===== src/rtl/multichannel_bouncing_step_generator_unit_macros.svh =====
// ----------------------------------------------------------------------------
// Assertion macros for the bouncing step generator
// Concurrent assertion wrappers, compiled out when ASSERT_OFF is defined.
// ----------------------------------------------------------------------------
`ifndef MULTICHANNEL_BOUNCING_STEP_GENERATOR_UNIT_MACROS_SVH
`define MULTICHANNEL_BOUNCING_STEP_GENERATOR_UNIT_MACROS_SVH

`ifndef ASSERT_OFF
// Check that expr holds on every clock edge out of reset.
`define MBSG_ASSERT_ALWAYS(lbl, clk, rstn, expr, msg) \
  lbl: assert property (@(posedge clk) disable iff (!rstn) (expr)) else $error(msg);
// Check that cons holds in the cycle after ante.
`define MBSG_ASSERT_NEXT(lbl, clk, rstn, ante, cons, msg) \
  lbl: assert property (@(posedge clk) disable iff (!rstn) (ante) |=> (cons)) else $error(msg);
`else
`define MBSG_ASSERT_ALWAYS(lbl, clk, rstn, expr, msg)
`define MBSG_ASSERT_NEXT(lbl, clk, rstn, ante, cons, msg)
`endif

`endif


===== src/rtl/mbsg_pkg.sv =====
`timescale 1ns / 1ps
// ----------------------------------------------------------------------------
// mbsg_pkg
// Shared constants, item codes and control types of the step generator.
// ----------------------------------------------------------------------------
package mbsg_pkg;

  localparam int unsigned CHANNELS   = 8;
  localparam int unsigned OUT_W      = 8;
  localparam int unsigned KIND_W     = 2;
  localparam int unsigned CHAN_W     = 3;
  localparam int unsigned PERIOD_W   = 16;
  localparam int unsigned POS_W      = 8;
  localparam int unsigned APB_ADDR_W = 3;
  localparam int unsigned APB_DATA_W = 32;

  localparam logic [POS_W-1:0]      MAX_POS_RESET   = 8'd158;
  localparam logic [APB_ADDR_W-1:0] ADDR_BOUNCE_TOP = 3'd0;

  typedef enum logic [KIND_W-1:0] {
    KIND_TICK  = 2'd0,
    KIND_SET   = 2'd1,
    KIND_CLEAR = 2'd2
  } kind_e;

  // Per-channel commands, already qualified by the pipeline advance.
  typedef struct packed {
    logic tick;
    logic load;
    logic clear;
  } ctrl_t;

endpackage


===== src/rtl/mbsg_if.sv =====
`timescale 1ns / 1ps
// ----------------------------------------------------------------------------
// mbsg_in_if / mbsg_out_if
// Valid/ready channels for command items and pin result items.
// ----------------------------------------------------------------------------
interface mbsg_in_if;
  logic                            valid;
  logic                            ready;
  logic [mbsg_pkg::KIND_W-1:0]     kind;
  logic [mbsg_pkg::CHAN_W-1:0]     channel;
  logic [mbsg_pkg::PERIOD_W-1:0]   period_value;

  modport source (output valid, kind, channel, period_value, input ready);
  modport sink   (input valid, kind, channel, period_value, output ready);
endinterface

interface mbsg_out_if;
  logic                        valid;
  logic                        ready;
  logic [mbsg_pkg::OUT_W-1:0]  step_pins;
  logic [mbsg_pkg::OUT_W-1:0]  dir_pins;
  logic [mbsg_pkg::OUT_W-1:0]  stepped;

  modport source (output valid, step_pins, dir_pins, stepped, input ready);
  modport sink   (input valid, step_pins, dir_pins, stepped, output ready);
endinterface


===== src/rtl/multichannel_bouncing_step_generator_unit.sv =====
`timescale 1ns / 1ps
// ----------------------------------------------------------------------------
// multichannel_bouncing_step_generator_unit
// Bank of stepper channels driven by tick, set-period and home commands.
// ----------------------------------------------------------------------------
//  channel | dir | handshake          | transaction contents
//  --------+-----+--------------------+------------------------------------
//  req_i   | in  | valid/ready        | kind, channel, period_value
//  rsp_o   | out | valid/ready        | step_pins, dir_pins, stepped
//  apb     | in  | psel/penable/pready| bounce top at byte address 0
//
//  One transaction per cycle sustained while the result side is ready; a
//  command is registered, then all channels update in parallel on the way
//  into the result register.
//  Reset clears every channel and loads the bounce top with 158.
//  A stalled result holds in its register while one more command waits in
//  the input register; request ready drops only when both are full.
`include "multichannel_bouncing_step_generator_unit_macros.svh"

module multichannel_bouncing_step_generator_unit (
  input  logic                             clk_i,
  input  logic                             rst_ni,
  mbsg_in_if.sink                          req_i,
  mbsg_out_if.source                       rsp_o,
  input  logic                             psel,
  input  logic                             penable,
  input  logic                             pwrite,
  input  logic [mbsg_pkg::APB_ADDR_W-1:0]  paddr,
  input  logic [mbsg_pkg::APB_DATA_W-1:0]  pwdata,
  output logic [mbsg_pkg::APB_DATA_W-1:0]  prdata,
  output logic                             pready
);

  // Configuration register.
  logic [mbsg_pkg::POS_W-1:0] max_pos_q;

  assign pready = 1'b1;
  assign prdata = (paddr == mbsg_pkg::ADDR_BOUNCE_TOP)
                ? mbsg_pkg::APB_DATA_W'(max_pos_q) : '0;

  always_ff @(posedge clk_i or negedge rst_ni) begin
    if (!rst_ni) begin
      max_pos_q <= mbsg_pkg::MAX_POS_RESET;
    end else if (psel && penable && pwrite && (paddr == mbsg_pkg::ADDR_BOUNCE_TOP)) begin
      max_pos_q <= pwdata[mbsg_pkg::POS_W-1:0];
    end
  end

  // Input register: capture a command whenever the slot is free or drains.
  logic                            s1_v_q;
  logic [mbsg_pkg::KIND_W-1:0]     s1_kind_q;
  logic [mbsg_pkg::CHAN_W-1:0]     s1_chan_q;
  logic [mbsg_pkg::PERIOD_W-1:0]   s1_period_q;
  logic                            out_v_q;
  logic                            adv;

  // Move the held command into the result register when it has room.
  assign adv         = s1_v_q && (!out_v_q || rsp_o.ready);
  assign req_i.ready = !s1_v_q || adv;

  always_ff @(posedge clk_i or negedge rst_ni) begin
    if (!rst_ni) begin
      s1_v_q <= 1'b0;
    end else if (req_i.ready) begin
      s1_v_q <= req_i.valid;
    end
  end

  always_ff @(posedge clk_i) begin
    if (req_i.valid && req_i.ready) begin
      s1_kind_q   <= req_i.kind;
      s1_chan_q   <= req_i.channel;
      s1_period_q <= req_i.period_value;
    end
  end

  // Decode once; an undefined kind drives no command and just reports pins.
  logic is_tick, is_set, is_clear;
  assign is_tick  = adv && (s1_kind_q == mbsg_pkg::KIND_TICK);
  assign is_set   = adv && (s1_kind_q == mbsg_pkg::KIND_SET);
  assign is_clear = adv && (s1_kind_q == mbsg_pkg::KIND_CLEAR);

  logic [mbsg_pkg::CHANNELS-1:0] pin_d, dir_d, hit;

  for (genvar i = 0; i < mbsg_pkg::CHANNELS; i++) begin : g_chan
    mbsg_pkg::ctrl_t ctrl;
    assign ctrl.tick  = is_tick;
    assign ctrl.load  = is_set && (32'(s1_chan_q) == 32'(i));
    assign ctrl.clear = is_clear;

    mbsg_channel u_chan (
      .clk_i          (clk_i),
      .rst_ni         (rst_ni),
      .ctrl_i         (ctrl),
      .period_value_i (s1_period_q),
      .bounce_top_i   (max_pos_q),
      .step_pin_d_o   (pin_d[i]),
      .dir_d_o        (dir_d[i]),
      .hit_o          (hit[i])
    );
  end

  // Fit the channel bank onto the fixed-width pin fields; extra channels
  // run but stay invisible, missing ones read as zero.
  logic [mbsg_pkg::OUT_W-1:0] step_w, dir_w, hit_w;
  for (genvar j = 0; j < mbsg_pkg::OUT_W; j++) begin : g_pin
    if (j < mbsg_pkg::CHANNELS) begin : g_on
      assign step_w[j] = pin_d[j];
      assign dir_w[j]  = dir_d[j];
      assign hit_w[j]  = hit[j];
    end else begin : g_off
      assign step_w[j] = 1'b0;
      assign dir_w[j]  = 1'b0;
      assign hit_w[j]  = 1'b0;
    end
  end

  // Result register.
  logic [mbsg_pkg::OUT_W-1:0] out_step_q, out_dir_q, out_hit_q;

  always_ff @(posedge clk_i or negedge rst_ni) begin
    if (!rst_ni) begin
      out_v_q <= 1'b0;
    end else if (adv) begin
      out_v_q <= 1'b1;
    end else if (rsp_o.ready) begin
      out_v_q <= 1'b0;
    end
  end

  always_ff @(posedge clk_i) begin
    if (adv) begin
      out_step_q <= step_w;
      out_dir_q  <= dir_w;
      out_hit_q  <= hit_w;
    end
  end

  assign rsp_o.valid     = out_v_q;
  assign rsp_o.step_pins = out_step_q;
  assign rsp_o.dir_pins  = out_dir_q;
  assign rsp_o.stepped   = out_hit_q;

  // Only a tick can report steps.
  `MBSG_ASSERT_NEXT(a_step_only_on_tick, clk_i, rst_ni, adv && !is_tick,
                    out_hit_q == '0, "step reported for a non-tick command")
  // Homing drives every pin low and every direction forward.
  `MBSG_ASSERT_NEXT(a_home_clears_pins, clk_i, rst_ni, is_clear,
                    (out_step_q == '0) && (out_dir_q == '0), "home left pins set")
  // A result appears only from a command that moved out of the input register.
  `MBSG_ASSERT_ALWAYS(a_result_from_adv, clk_i, rst_ni, !$rose(out_v_q) || $past(adv),
                      "result valid without a command")

endmodule


===== src/rtl/mbsg_channel.sv =====
`timescale 1ns / 1ps
// ----------------------------------------------------------------------------
// mbsg_channel
// One stepper channel: period, tick counter, bouncing head and step level.
// ----------------------------------------------------------------------------
module mbsg_channel (
  input  logic                          clk_i,
  input  logic                          rst_ni,
  input  mbsg_pkg::ctrl_t               ctrl_i,
  input  logic [mbsg_pkg::PERIOD_W-1:0] period_value_i,
  input  logic [mbsg_pkg::POS_W-1:0]    bounce_top_i,
  output logic                          step_pin_d_o,
  output logic                          dir_d_o,
  output logic                          hit_o
);

  logic [mbsg_pkg::PERIOD_W-1:0] period_q, period_d;
  logic [mbsg_pkg::PERIOD_W-1:0] cnt_q, cnt_d, cnt_inc;
  logic [mbsg_pkg::POS_W-1:0]    pos_q, pos_d, pos_step;
  logic                          dir_q, dir_d, dir_new;
  logic                          lvl_q, lvl_d;
  logic                          pin_q, pin_d;
  logic                          active;
  logic                          hit;

  assign active  = ctrl_i.tick && (period_q != '0);
  assign cnt_inc = cnt_q + mbsg_pkg::PERIOD_W'(1);
  assign hit     = active && (cnt_inc >= period_q);

  // Bounce: reverse at the top, turn forward at home, else keep going.
  always_comb begin
    if (pos_q >= bounce_top_i) begin
      dir_new = 1'b1;
    end else if (pos_q == '0) begin
      dir_new = 1'b0;
    end else begin
      dir_new = dir_q;
    end
    pos_step = dir_new ? (pos_q - mbsg_pkg::POS_W'(1)) : (pos_q + mbsg_pkg::POS_W'(1));
  end

  always_comb begin
    period_d = period_q;
    cnt_d    = cnt_q;
    pos_d    = pos_q;
    dir_d    = dir_q;
    lvl_d    = lvl_q;
    pin_d    = pin_q;
    if (active) begin
      cnt_d = hit ? '0 : cnt_inc;
    end
    if (hit) begin
      pos_d = pos_step;
      dir_d = dir_new;
      pin_d = lvl_q;
      lvl_d = ~lvl_q;
    end
    if (ctrl_i.load) begin
      period_d = period_value_i;
    end
    // Home: the counter and the level survive.
    if (ctrl_i.clear) begin
      period_d = '0;
      pos_d    = '0;
      dir_d    = 1'b0;
      pin_d    = 1'b0;
    end
  end

  always_ff @(posedge clk_i or negedge rst_ni) begin
    if (!rst_ni) begin
      period_q <= '0;
      cnt_q    <= '0;
      pos_q    <= '0;
      dir_q    <= 1'b0;
      lvl_q    <= 1'b0;
      pin_q    <= 1'b0;
    end else begin
      period_q <= period_d;
      cnt_q    <= cnt_d;
      pos_q    <= pos_d;
      dir_q    <= dir_d;
      lvl_q    <= lvl_d;
      pin_q    <= pin_d;
    end
  end

  assign step_pin_d_o = pin_d;
  assign dir_d_o      = dir_d;
  assign hit_o        = hit;

endmodule


===== src/flat_wrapper.sv =====
// flat-port wrapper written by rule: the top's interface ports become plain ports
module multichannel_bouncing_step_generator_unit_flat 
  (clk_i, rst_ni, psel, penable, pwrite, paddr, pwdata, prdata, pready, req_i_valid, req_i_kind, req_i_channel, req_i_period_value, req_i_ready, rsp_o_valid, rsp_o_step_pins, rsp_o_dir_pins, rsp_o_stepped, rsp_o_ready);
  mbsg_in_if req_i_i ();
  mbsg_out_if rsp_o_i ();
  input  logic clk_i;
  input  logic rst_ni;
  input  logic psel;
  input  logic penable;
  input  logic pwrite;
  input  logic [mbsg_pkg::APB_ADDR_W-1:0] paddr;
  input  logic [mbsg_pkg::APB_DATA_W-1:0] pwdata;
  output logic [mbsg_pkg::APB_DATA_W-1:0] prdata;
  output logic pready;
  input wire logic [$bits(req_i_i.valid)-1:0] req_i_valid;
  input wire logic [$bits(req_i_i.kind)-1:0] req_i_kind;
  input wire logic [$bits(req_i_i.channel)-1:0] req_i_channel;
  input wire logic [$bits(req_i_i.period_value)-1:0] req_i_period_value;
  output wire logic [$bits(req_i_i.ready)-1:0] req_i_ready;
  output wire logic [$bits(rsp_o_i.valid)-1:0] rsp_o_valid;
  output wire logic [$bits(rsp_o_i.step_pins)-1:0] rsp_o_step_pins;
  output wire logic [$bits(rsp_o_i.dir_pins)-1:0] rsp_o_dir_pins;
  output wire logic [$bits(rsp_o_i.stepped)-1:0] rsp_o_stepped;
  input wire logic [$bits(rsp_o_i.ready)-1:0] rsp_o_ready;
  assign req_i_i.valid = req_i_valid;
  assign req_i_i.kind = req_i_kind;
  assign req_i_i.channel = req_i_channel;
  assign req_i_i.period_value = req_i_period_value;
  assign req_i_ready = req_i_i.ready;
  assign rsp_o_valid = rsp_o_i.valid;
  assign rsp_o_step_pins = rsp_o_i.step_pins;
  assign rsp_o_dir_pins = rsp_o_i.dir_pins;
  assign rsp_o_stepped = rsp_o_i.stepped;
  assign rsp_o_i.ready = rsp_o_ready;
  multichannel_bouncing_step_generator_unit u_core (.clk_i(clk_i), .rst_ni(rst_ni), .req_i(req_i_i), .rsp_o(rsp_o_i), .psel(psel), .penable(penable), .pwrite(pwrite), .paddr(paddr), .pwdata(pwdata), .prdata(prdata), .pready(pready));
endmodule

===== config.mk =====
export PLATFORM = sky130hd
export DESIGN_NAME = multichannel_bouncing_step_generator_unit_flat
export DESIGN_NICKNAME = d
export VERILOG_FILES = /design/src/rtl/mbsg_pkg.sv /design/src/rtl/mbsg_if.sv /design/src/rtl/multichannel_bouncing_step_generator_unit.sv /design/src/rtl/mbsg_channel.sv /design/src/flat_wrapper.sv
export VERILOG_INCLUDE_DIRS = /design/src /design/src/rtl
export SDC_FILE = /design/constraint.sdc
export NUM_CORES = 1
export LEC_CHECK = 0
export BUFFER_PORTS_ARGS = -buffer_cell sky130_fd_sc_hd__buf_4
export CORE_ASPECT_RATIO = 0.6
export CORE_UTILIZATION = 40
export CTS_CLUSTER_SIZE = 28
export DETAILED_ROUTE_END_ITERATION = 8
export GPL_TIMING_DRIVEN = 1
export HOLD_SLACK_MARGIN = 0.06
export PLACE_DENSITY_LB_ADDON = 0.2
export SETUP_SLACK_MARGIN = 0.3
export SYNTH_ARGS = -nofsm -noshare
export SYNTH_HDL_FRONTEND = slang
export SYNTH_SLANG_ARGS = --single-unit

===== constraint.sdc =====
create_clock -name clk_i -period 5.7 [get_ports clk_i]
set_input_delay 0.57 -clock clk_i [delete_from_list [all_inputs] [get_ports clk_i]]
set_output_delay 0.57 -clock clk_i [all_outputs]
set_load 0.02 [all_outputs]

==> results of run 1 <==
## metal layers
| metal | global-route usage | up-vias | wire length (um) |
|---|---|---|---|
| met4 | 0.0513 | 2 | 1420 |
| met5 | 0 | - | 13 |
| met1 | 0.310 | 9566 | 33300 |
| met2 | 0.308 | 447 | 28000 |
| li1 | - | 9243 | - |
| met3 | 0.0312 | 93 | 3390 |
## cells in the final DEF (no fill, tap or decap), types with 11 or more instances in the layout
cell / n
dfrtp_1: 349
ha_1: 248
nor2_1: 236
inv_1: 174
mux2i_1: 141
a21oi_1: 136
nand2_1: 132
o21ai_0: 121
nand3_1: 119
buf_4: 88
a22o_1: 87
xnor2_1: 75
xor2_1: 62
nor4_1: 48
edfxtp_1: 45
clkbuf_16: 44
nand2b_1: 38
nand4_1: 37
a211oi_1: 37
o211ai_1: 37
a31oi_1: 31
and3_1: 27
nor3_1: 26
conb_1: 25
o21a_1: 20
and2_1: 19
and4_1: 17
a21o_1: 16
a211o_1: 12
o41ai_1: 11
or3_1: 11
clkinv_2: 11
## critical path, cell delays in order (launching register included)
cell,delay [ns]
dfrtp_1,0.43
nand4_1,0.18
nor3_1,0.46
and3_1,0.30
nand3_1,0.13
xnor2_1,0.28
ha_1,0.30
and4_1,0.23
a221o_1,0.36
a21oi_1,0.72
nor2_1,0.22
a211oi_1,0.37
## final cells by class
class | instances | share of cell area
inverter | 176 | 0.0239
timing repair buffer | 92 | 0.0263
sequential | 399 | 0.370
tap | 828 | 0.0375
multi-input combinational | 1872 | 0.490
clock inverter | 21 | 0.00982
clock buffer | 54 | 0.0434
## cells by family (layout without fill, tap and decap cells)
logic type	Yosys count	in the layout
fa+ha+maj	256	256
other cells	2	25
buf+inv	301	343
simple gates	751	751
mux	144	144
xor+xnor	137	137
flops	399	399
compound gates	559	559
## where the power goes
part | leakage [nW] | internal, W | total (W) | switching [W]
clock network | 0.733 | 0.00176 | 0.00298 | 0.00121
registers | 5.29 | 0.00322 | 0.00360 | 0.000384
logic | 6.83 | 0.000989 | 0.00272 | 0.00173
## registers in the layout, summed over array words and instances, names as in the netlist
name and flops:
u_core.g_chan.u_chan.pin_q 8, u_core.rsp_o.valid 1, u_core.s1_v_q 1, u_core.g_chan.u_chan.pos_q 64, u_core.s1_kind_q 2, u_core.g_chan.u_chan.period_q 128, u_core.rsp_o.step_pins 8, u_core.s1_period_q 16
u_core.g_chan.u_chan.cnt_q 128, u_core.max_pos_q 8, u_core.g_chan.u_chan.lvl_q 8, u_core.g_chan.u_chan.dir_q 8, u_core.rsp_o.dir_pins 8, u_core.rsp_o.stepped 8, u_core.s1_chan_q 3
## worst min path at each step
stage / startpoint / to / depth (start not counted)
finish: req_i_period_value[2] / u_core.s1_period_q[2]$_DFFE_PP_ / 1
detailed placement: u_core.g_chan[2].u_chan.lvl_q$_DFFE_PN0P_ / u_core.g_chan[2].u_chan.lvl_q$_DFFE_PN0P_ / 1
global route: req_i_period_value[2] / u_core.s1_period_q[2]$_DFFE_PP_ / 1
floorplan: rst_ni / u_core.g_chan[0].u_chan.cnt_q[0]$_DFFE_PN0P_ / 0
global placement: u_core.g_chan[5].u_chan.lvl_q$_DFFE_PN0P_ / u_core.g_chan[5].u_chan.lvl_q$_DFFE_PN0P_ / 1
CTS: req_i_period_value[15] / u_core.s1_period_q[15]$_DFFE_PP_ / 1
## stage by stage
step | hold WS, ns | area, um^2 | setup WS (ns) | std cells | total power, W
final | 0.183 | 27600 | 1.50 | 3442 | 0.00930
after detailed placement | 0.458 | 26200 | 1.55 | 3366 | 0.00635
after CTS | 0.157 | 27600 | 1.53 | 3442 | 0.00936
after global placement | 0.454 | 26200 | 1.65 | 3366 | 0.00624
after floorplan | 0.274 | 25000 | 2.38 | 2572 | 0.00544
after global routing | 0.161 | 27600 | 1.08 | 3442 | 0.00986
==> metrics, run 1 <==
status completed; crit path kind reg -> reg; worst r2r src u_core.g_chan[3].u_chan.cnt_q[2]$_DFFE_PN0P_; number of diodes 0; Final HPWL DP 45800 um; Tcrit/Tclk final 0.736; mapped cell area 25000 um^2; H-tree depth 2; DR vias 19351; drt wl/cell 19.2 um; DR iter-0 viols 1466; Post-Synth Simple-Gate Area 0.148; first-pass GRT wire length 105000 um; Clock Latency Late Sink 0.57 ns; timing startpoint of the critical path u_core.g_chan[3].u_chan.cnt_q[2]$_DFFE_PN0P_; Die H 195 um; Pre-Repair DR Iteration Count 7; Final Hold Vio Count 0; Area growth, synth to finish 10.8%; critical-path maximum fanout 9; Arr. time, crit path 4.55 ns; I/O pins 122; Num CTS Buffers 41; layout cells sized above 1 0.0780; total wire length 66200 um; CTS hold repair buffers 1; Reg2Reg Depth 11; aggregate global routing overflow 0; Critical Path Sink Type flop; Setup Skew 0.0200 ns; max cap viols 0; synthesized area per cell 9.79 um^2; commonest register cell after synthesis dfrtp_1; FF-to-FF End u_core.rsp_o.dir_pins[3]$_DFFE_PP_; Die ar. 63400 um^2; Antenna Nets Post-Route 0; initial antenna violation count 1; Mapped Cells 2549; leak pwr 12.9 nW; Slew HR 0.199; largest buffer count on any clock path 3; Setup Fix Bufs, Post-CTS 0; reg2reg setup slack 1.50 ns; Clock Tree Root clkbuf_16; FF+latch area 10200 um^2; Hold WC Path Type in -> reg; measured slew at the worst slew-check pin 1.20 ns; FILL cells 5761; core area 61300 um^2; Synth area leader dfrtp_1; worst vdd ir 0.193 mV; DRC violations left 0; number of core rows 70; nets 2901; mux cell area share after synthesis 0.0579; PD cells 336 nW/um^2; vias per inst 5.62; count leader, synth dfrtp_1; setup TNS 0 ns; EDFF count, synth 45; final setup fails 0; sequential share of the synthesized area 0.409; Req. time, crit path 6.06 ns; Clock Sinks 399; RSZ-0062 raised after global routing false; IO buf count 72; multi-input logic area 13500 um^2; Synth Warn # 0; Final Max Slew Viols 0; clock slew at reported path FFs 0.07 ns; synth cell count leaders 349 x dfrtp_1, 248 x ha_1, 236 x nor2_1, 174 x inv_1, 141 x mux2i_1; Synth Area in Adders 0.131; fraction of registers with async set or reset after synthesis 0.887; Worst Setup EP u_core.rsp_o.dir_pins[3]$_DFFE_PP_; number of global-route vias before repair 18707; largest family of logic cells by synthesized area compound AO/OA/AOI/OAI gates; final RePlAce weighted congestion 0.836; Die Wd 324 um; Yosys reg bits 399; XOR/XNOR Fraction of Synth Area 0.0481; Synth cell types 68; post-synthesis compound-gate area fraction 0.152; f_max 238 MHz; initial core utilization 0.407; share of the synthesized area in the top cell type 0.350; fin crit period 4.20 ns; Core Util, Final 0.451; startpoint types flop; CTS tree built; total global-route track usage 0.206; largest cells by area after synthesis dfrtp_1 35%, ha_1 12%, mux2i_1 5.7%; largest net degree at the start of global routing 152; PostCTS Resize Cnt 0
No activity file was read; power rests on OpenSTA's default activity.
==> run 2: changes to the inputs <==
ABC_AREA = 1   (was default)
clock period = 4.15 ns   (was 5.7 ns; I/O delays follow)
==> run 2 against run 1 <==
Sequential share of layout area is 0.70 points lower. Clock skew about the same. Hold slack got worse by 0.068 ns. Setup slack worse by 0.82 ns. Clock power is 29% higher. Non-clock buffer count rose by 36. Core utilization is 0.87 points higher. Maximum frequency increased by 21%. Largest power group unchanged.
==> metrics, run 2 <==
Req. time, crit path 4.57 ns; PD cells 549 nW/um^2; Critical Path Sink Type flop; Clock Tree Root clkbuf_16; Post-Place Setup Slack 0.616 ns; max cap viols 0; IO buf count 72; number of core rows 70; startpoint types flop; largest buffer count on any clock path 3; FF-to-FF End u_core.rsp_o.step_pins[3]$_DFFE_PP_; fraction of registers with async set or reset after synthesis 0.887; metal2 WL 23000 um; total wire length 61600 um; Final Hold Vio Count 0; Final HPWL DP 44400 um; Hold WC Path Type in -> reg; aggregate global routing overflow 0; synth cell count leaders 738 x nand2_1, 494 x inv_1, 349 x dfrtp_1, 298 x o21ai_0, 248 x ha_1; Synth Warn # 0; Pre-Repair DR Iteration Count 5; initial antenna violation count 1; hold_sp rsp_o_ready; DR iter-0 viols 1666; worst r2r src u_core.g_chan[3].u_chan.cnt_q[0]$_DFFE_PN0P_; Top Metal Used met4; Tcrit/Tclk final 0.835; number of diodes 0; status completed; Slew HR 0.334; count leader, synth nand2_1; Synth cell types 43; measured slew at the worst slew-check pin 0.996 ns; Die ar. 63500 um^2; share of the synthesized area in the top cell type 0.349; Setup Skew 0.0199 ns; synthesized area per cell 7.94 um^2; WHS Endpoint u_core.rsp_o.valid$_DFFE_PN0P_; Die H 196 um; number of global-route vias before repair 18431; layout cells sized above 1 0.0568; met1 wire length 34700 um; sequential share of the synthesized area 0.409; reg2reg setup slack 0.68 ns; setup TNS 0 ns; final setup fails 0; largest cells by area after synthesis dfrtp_1 35%, ha_1 12%, nand2_1 11%; Die Wd 325 um; Mapped Cells 3149; critical-path maximum fanout 6; f_max 289 MHz; Yosys reg bits 399; drt wl/cell 15.0 um; Synth area leader dfrtp_1; first-pass GRT wire length 101000 um; commonest non-fill, non-tap cell in the layout nand2_1; RSZ-0062 raised after global routing false; crit path kind reg -> reg; routed wl met3 3180 um; Clock Latency Late Sink 0.59 ns; EDFF count, synth 45; I/O pins 122; Arr. time, crit path 3.88 ns; commonest register cell after synthesis dfrtp_1; core area 61300 um^2; final RePlAce weighted congestion 0.875; mapped cell area 25000 um^2; Reg2Reg Depth 17; Clock Sinks 399; clock slew at reported path FFs 0.06 ns; vias per inst 4.87; top flop regs u_core.g_chan.u_chan.cnt_q x128, u_core.g_chan.u_chan.period_q x128, u_core.g_chan.u_chan.pos_q x64; CTS tree built; DR vias 20072; worst vdd ir 0.281 mV; initial core utilization 0.408; DRC violations left 0; Antenna Nets Post-Route 0; Num CTS Buffers 42; Hold Crit Depth 4; Area growth, synth to finish 12.7%; fin crit period 3.47 ns; timing startpoint of the critical path u_core.g_chan[3].u_chan.cnt_q[0]$_DFFE_PN0P_; leak pwr 14.7 nW; most frequent cells in the layout 736 x nand2_1, 494 x inv_1, 349 x dfrtp_1, 298 x o21ai_0, 248 x ha_1; largest net degree at the start of global routing 106; total global-route track usage 0.197; H-tree depth 2; nets 3581; Final Max Slew Viols 0; fin worst setup slack 0.685 ns
## run 2: cell count changes in the layout (fill, tap and decap cells not counted), moves of 38 or more
cell | before | now
nand2_1 | 132 | 736
inv_1 | 174 | 494
o21ai_0 | 121 | 298
mux2i_1 | 141 | 0
a22o_1 | 87 | 0
nand3_1 | 119 | 197
xnor2_1 | 75 | 23
nand4_1 | 37 | 86
nor2_1 | 236 | 196
nor4_1 | 48 | 8
xor2_1 | 62 | 101
nand2b_1 | 38 | 0
## run 2: worst max-delay path: stages, from the launching register on
cell and delay, ns:
dfrtp_1 0.43, ha_1 0.22, nand2_1 0.08, nor2_1 0.12, nand3_1 0.12, or2_2 0.33, nor2_1 0.16, xor2_1 0.20
inv_1 0.07, ha_1 0.27, nand4_1 0.11, nor3_1 0.21, nand3_1 0.13, nand3_1 0.29, nand2_1 0.21, inv_1 0.18
nor2_1 0.06, nor2_1 0.12
## run 2: how the worst max path moves through the flow
stage / to / slack (ns)
2_1_floorplan: u_core.rsp_o.dir_pins[5]$_DFFE_PP_ / 1.30
3_3_place_gp: u_core.rsp_o.step_pins[1]$_DFFE_PP_ / 0.64
3_5_place_dp: u_core.rsp_o.step_pins[5]$_DFFE_PP_ / 0.62
4_1_cts: u_core.rsp_o.step_pins[5]$_DFFE_PP_ / 0.58
5_1_grt: u_core.rsp_o.step_pins[0]$_DFFE_PP_ / 0.31
6_report: u_core.rsp_o.step_pins[3]$_DFFE_PP_ / 0.68
## run 2: layout make-up
| class | count | area, um^2 |
|---|---|---|
| clock buffer | 54 | 1160 |
| clock inverter | 22 | 208 |
| fill | 6070 | 33100 |
| inverter | 499 | 1870 |
| multi-input combinational | 2192 | 12600 |
| sequential | 399 | 10200 |
| tap | 828 | 1040 |
| timing repair buffer | 128 | 1080 |
## run 2: cells by family after synthesis
group           count (synthesis)  share of synthesized area
simple gates                 1283                      0.217
buf+inv                       581                     0.0923
other cells                     2                   0.000300
xor+xnor                      124                     0.0434
flops                         399                      0.409
compound gates                504                      0.108
fa+ha+maj                     256                      0.131
## run 2: through the flow
stage               total power (W)   util  cell area (um^2)  hold WS, ns  std cells
floorplan                   0.00999      -             25100        0.119       3172
global placement             0.0116  0.432             26500        0.455       4015
detailed placement           0.0116  0.432             26500        0.458       4015
CTS                          0.0156  0.459             28200       0.0841       4122
global route                 0.0169  0.459             28200        0.119       4122
finish                       0.0155  0.459             28200        0.115       4122
## run 2: metal layers
layer / up-vias / GRT usage
met1: 9108 / 0.334
li1: 10493 / -
met2: 416 / 0.256
met5: - / 0
met3: 55 / 0.0262
met4: 0 / 0.0376
## run 2: where the power goes
part	switching [W]	internal [W]	total, W
clock network	0.00166	0.00217	0.00383
registers	0.000735	0.00509	0.00582
logic	0.00371	0.00211	0.00582
total	0.00611	0.00936	0.0155
## run 2: what timing repair did
item,4_1_cts,5_1_grt
hold endpoints to repair,131,0
setup endpoints to repair,0,12
resized for setup,0,3
setup buffers,0,0
hold buffers,31,0
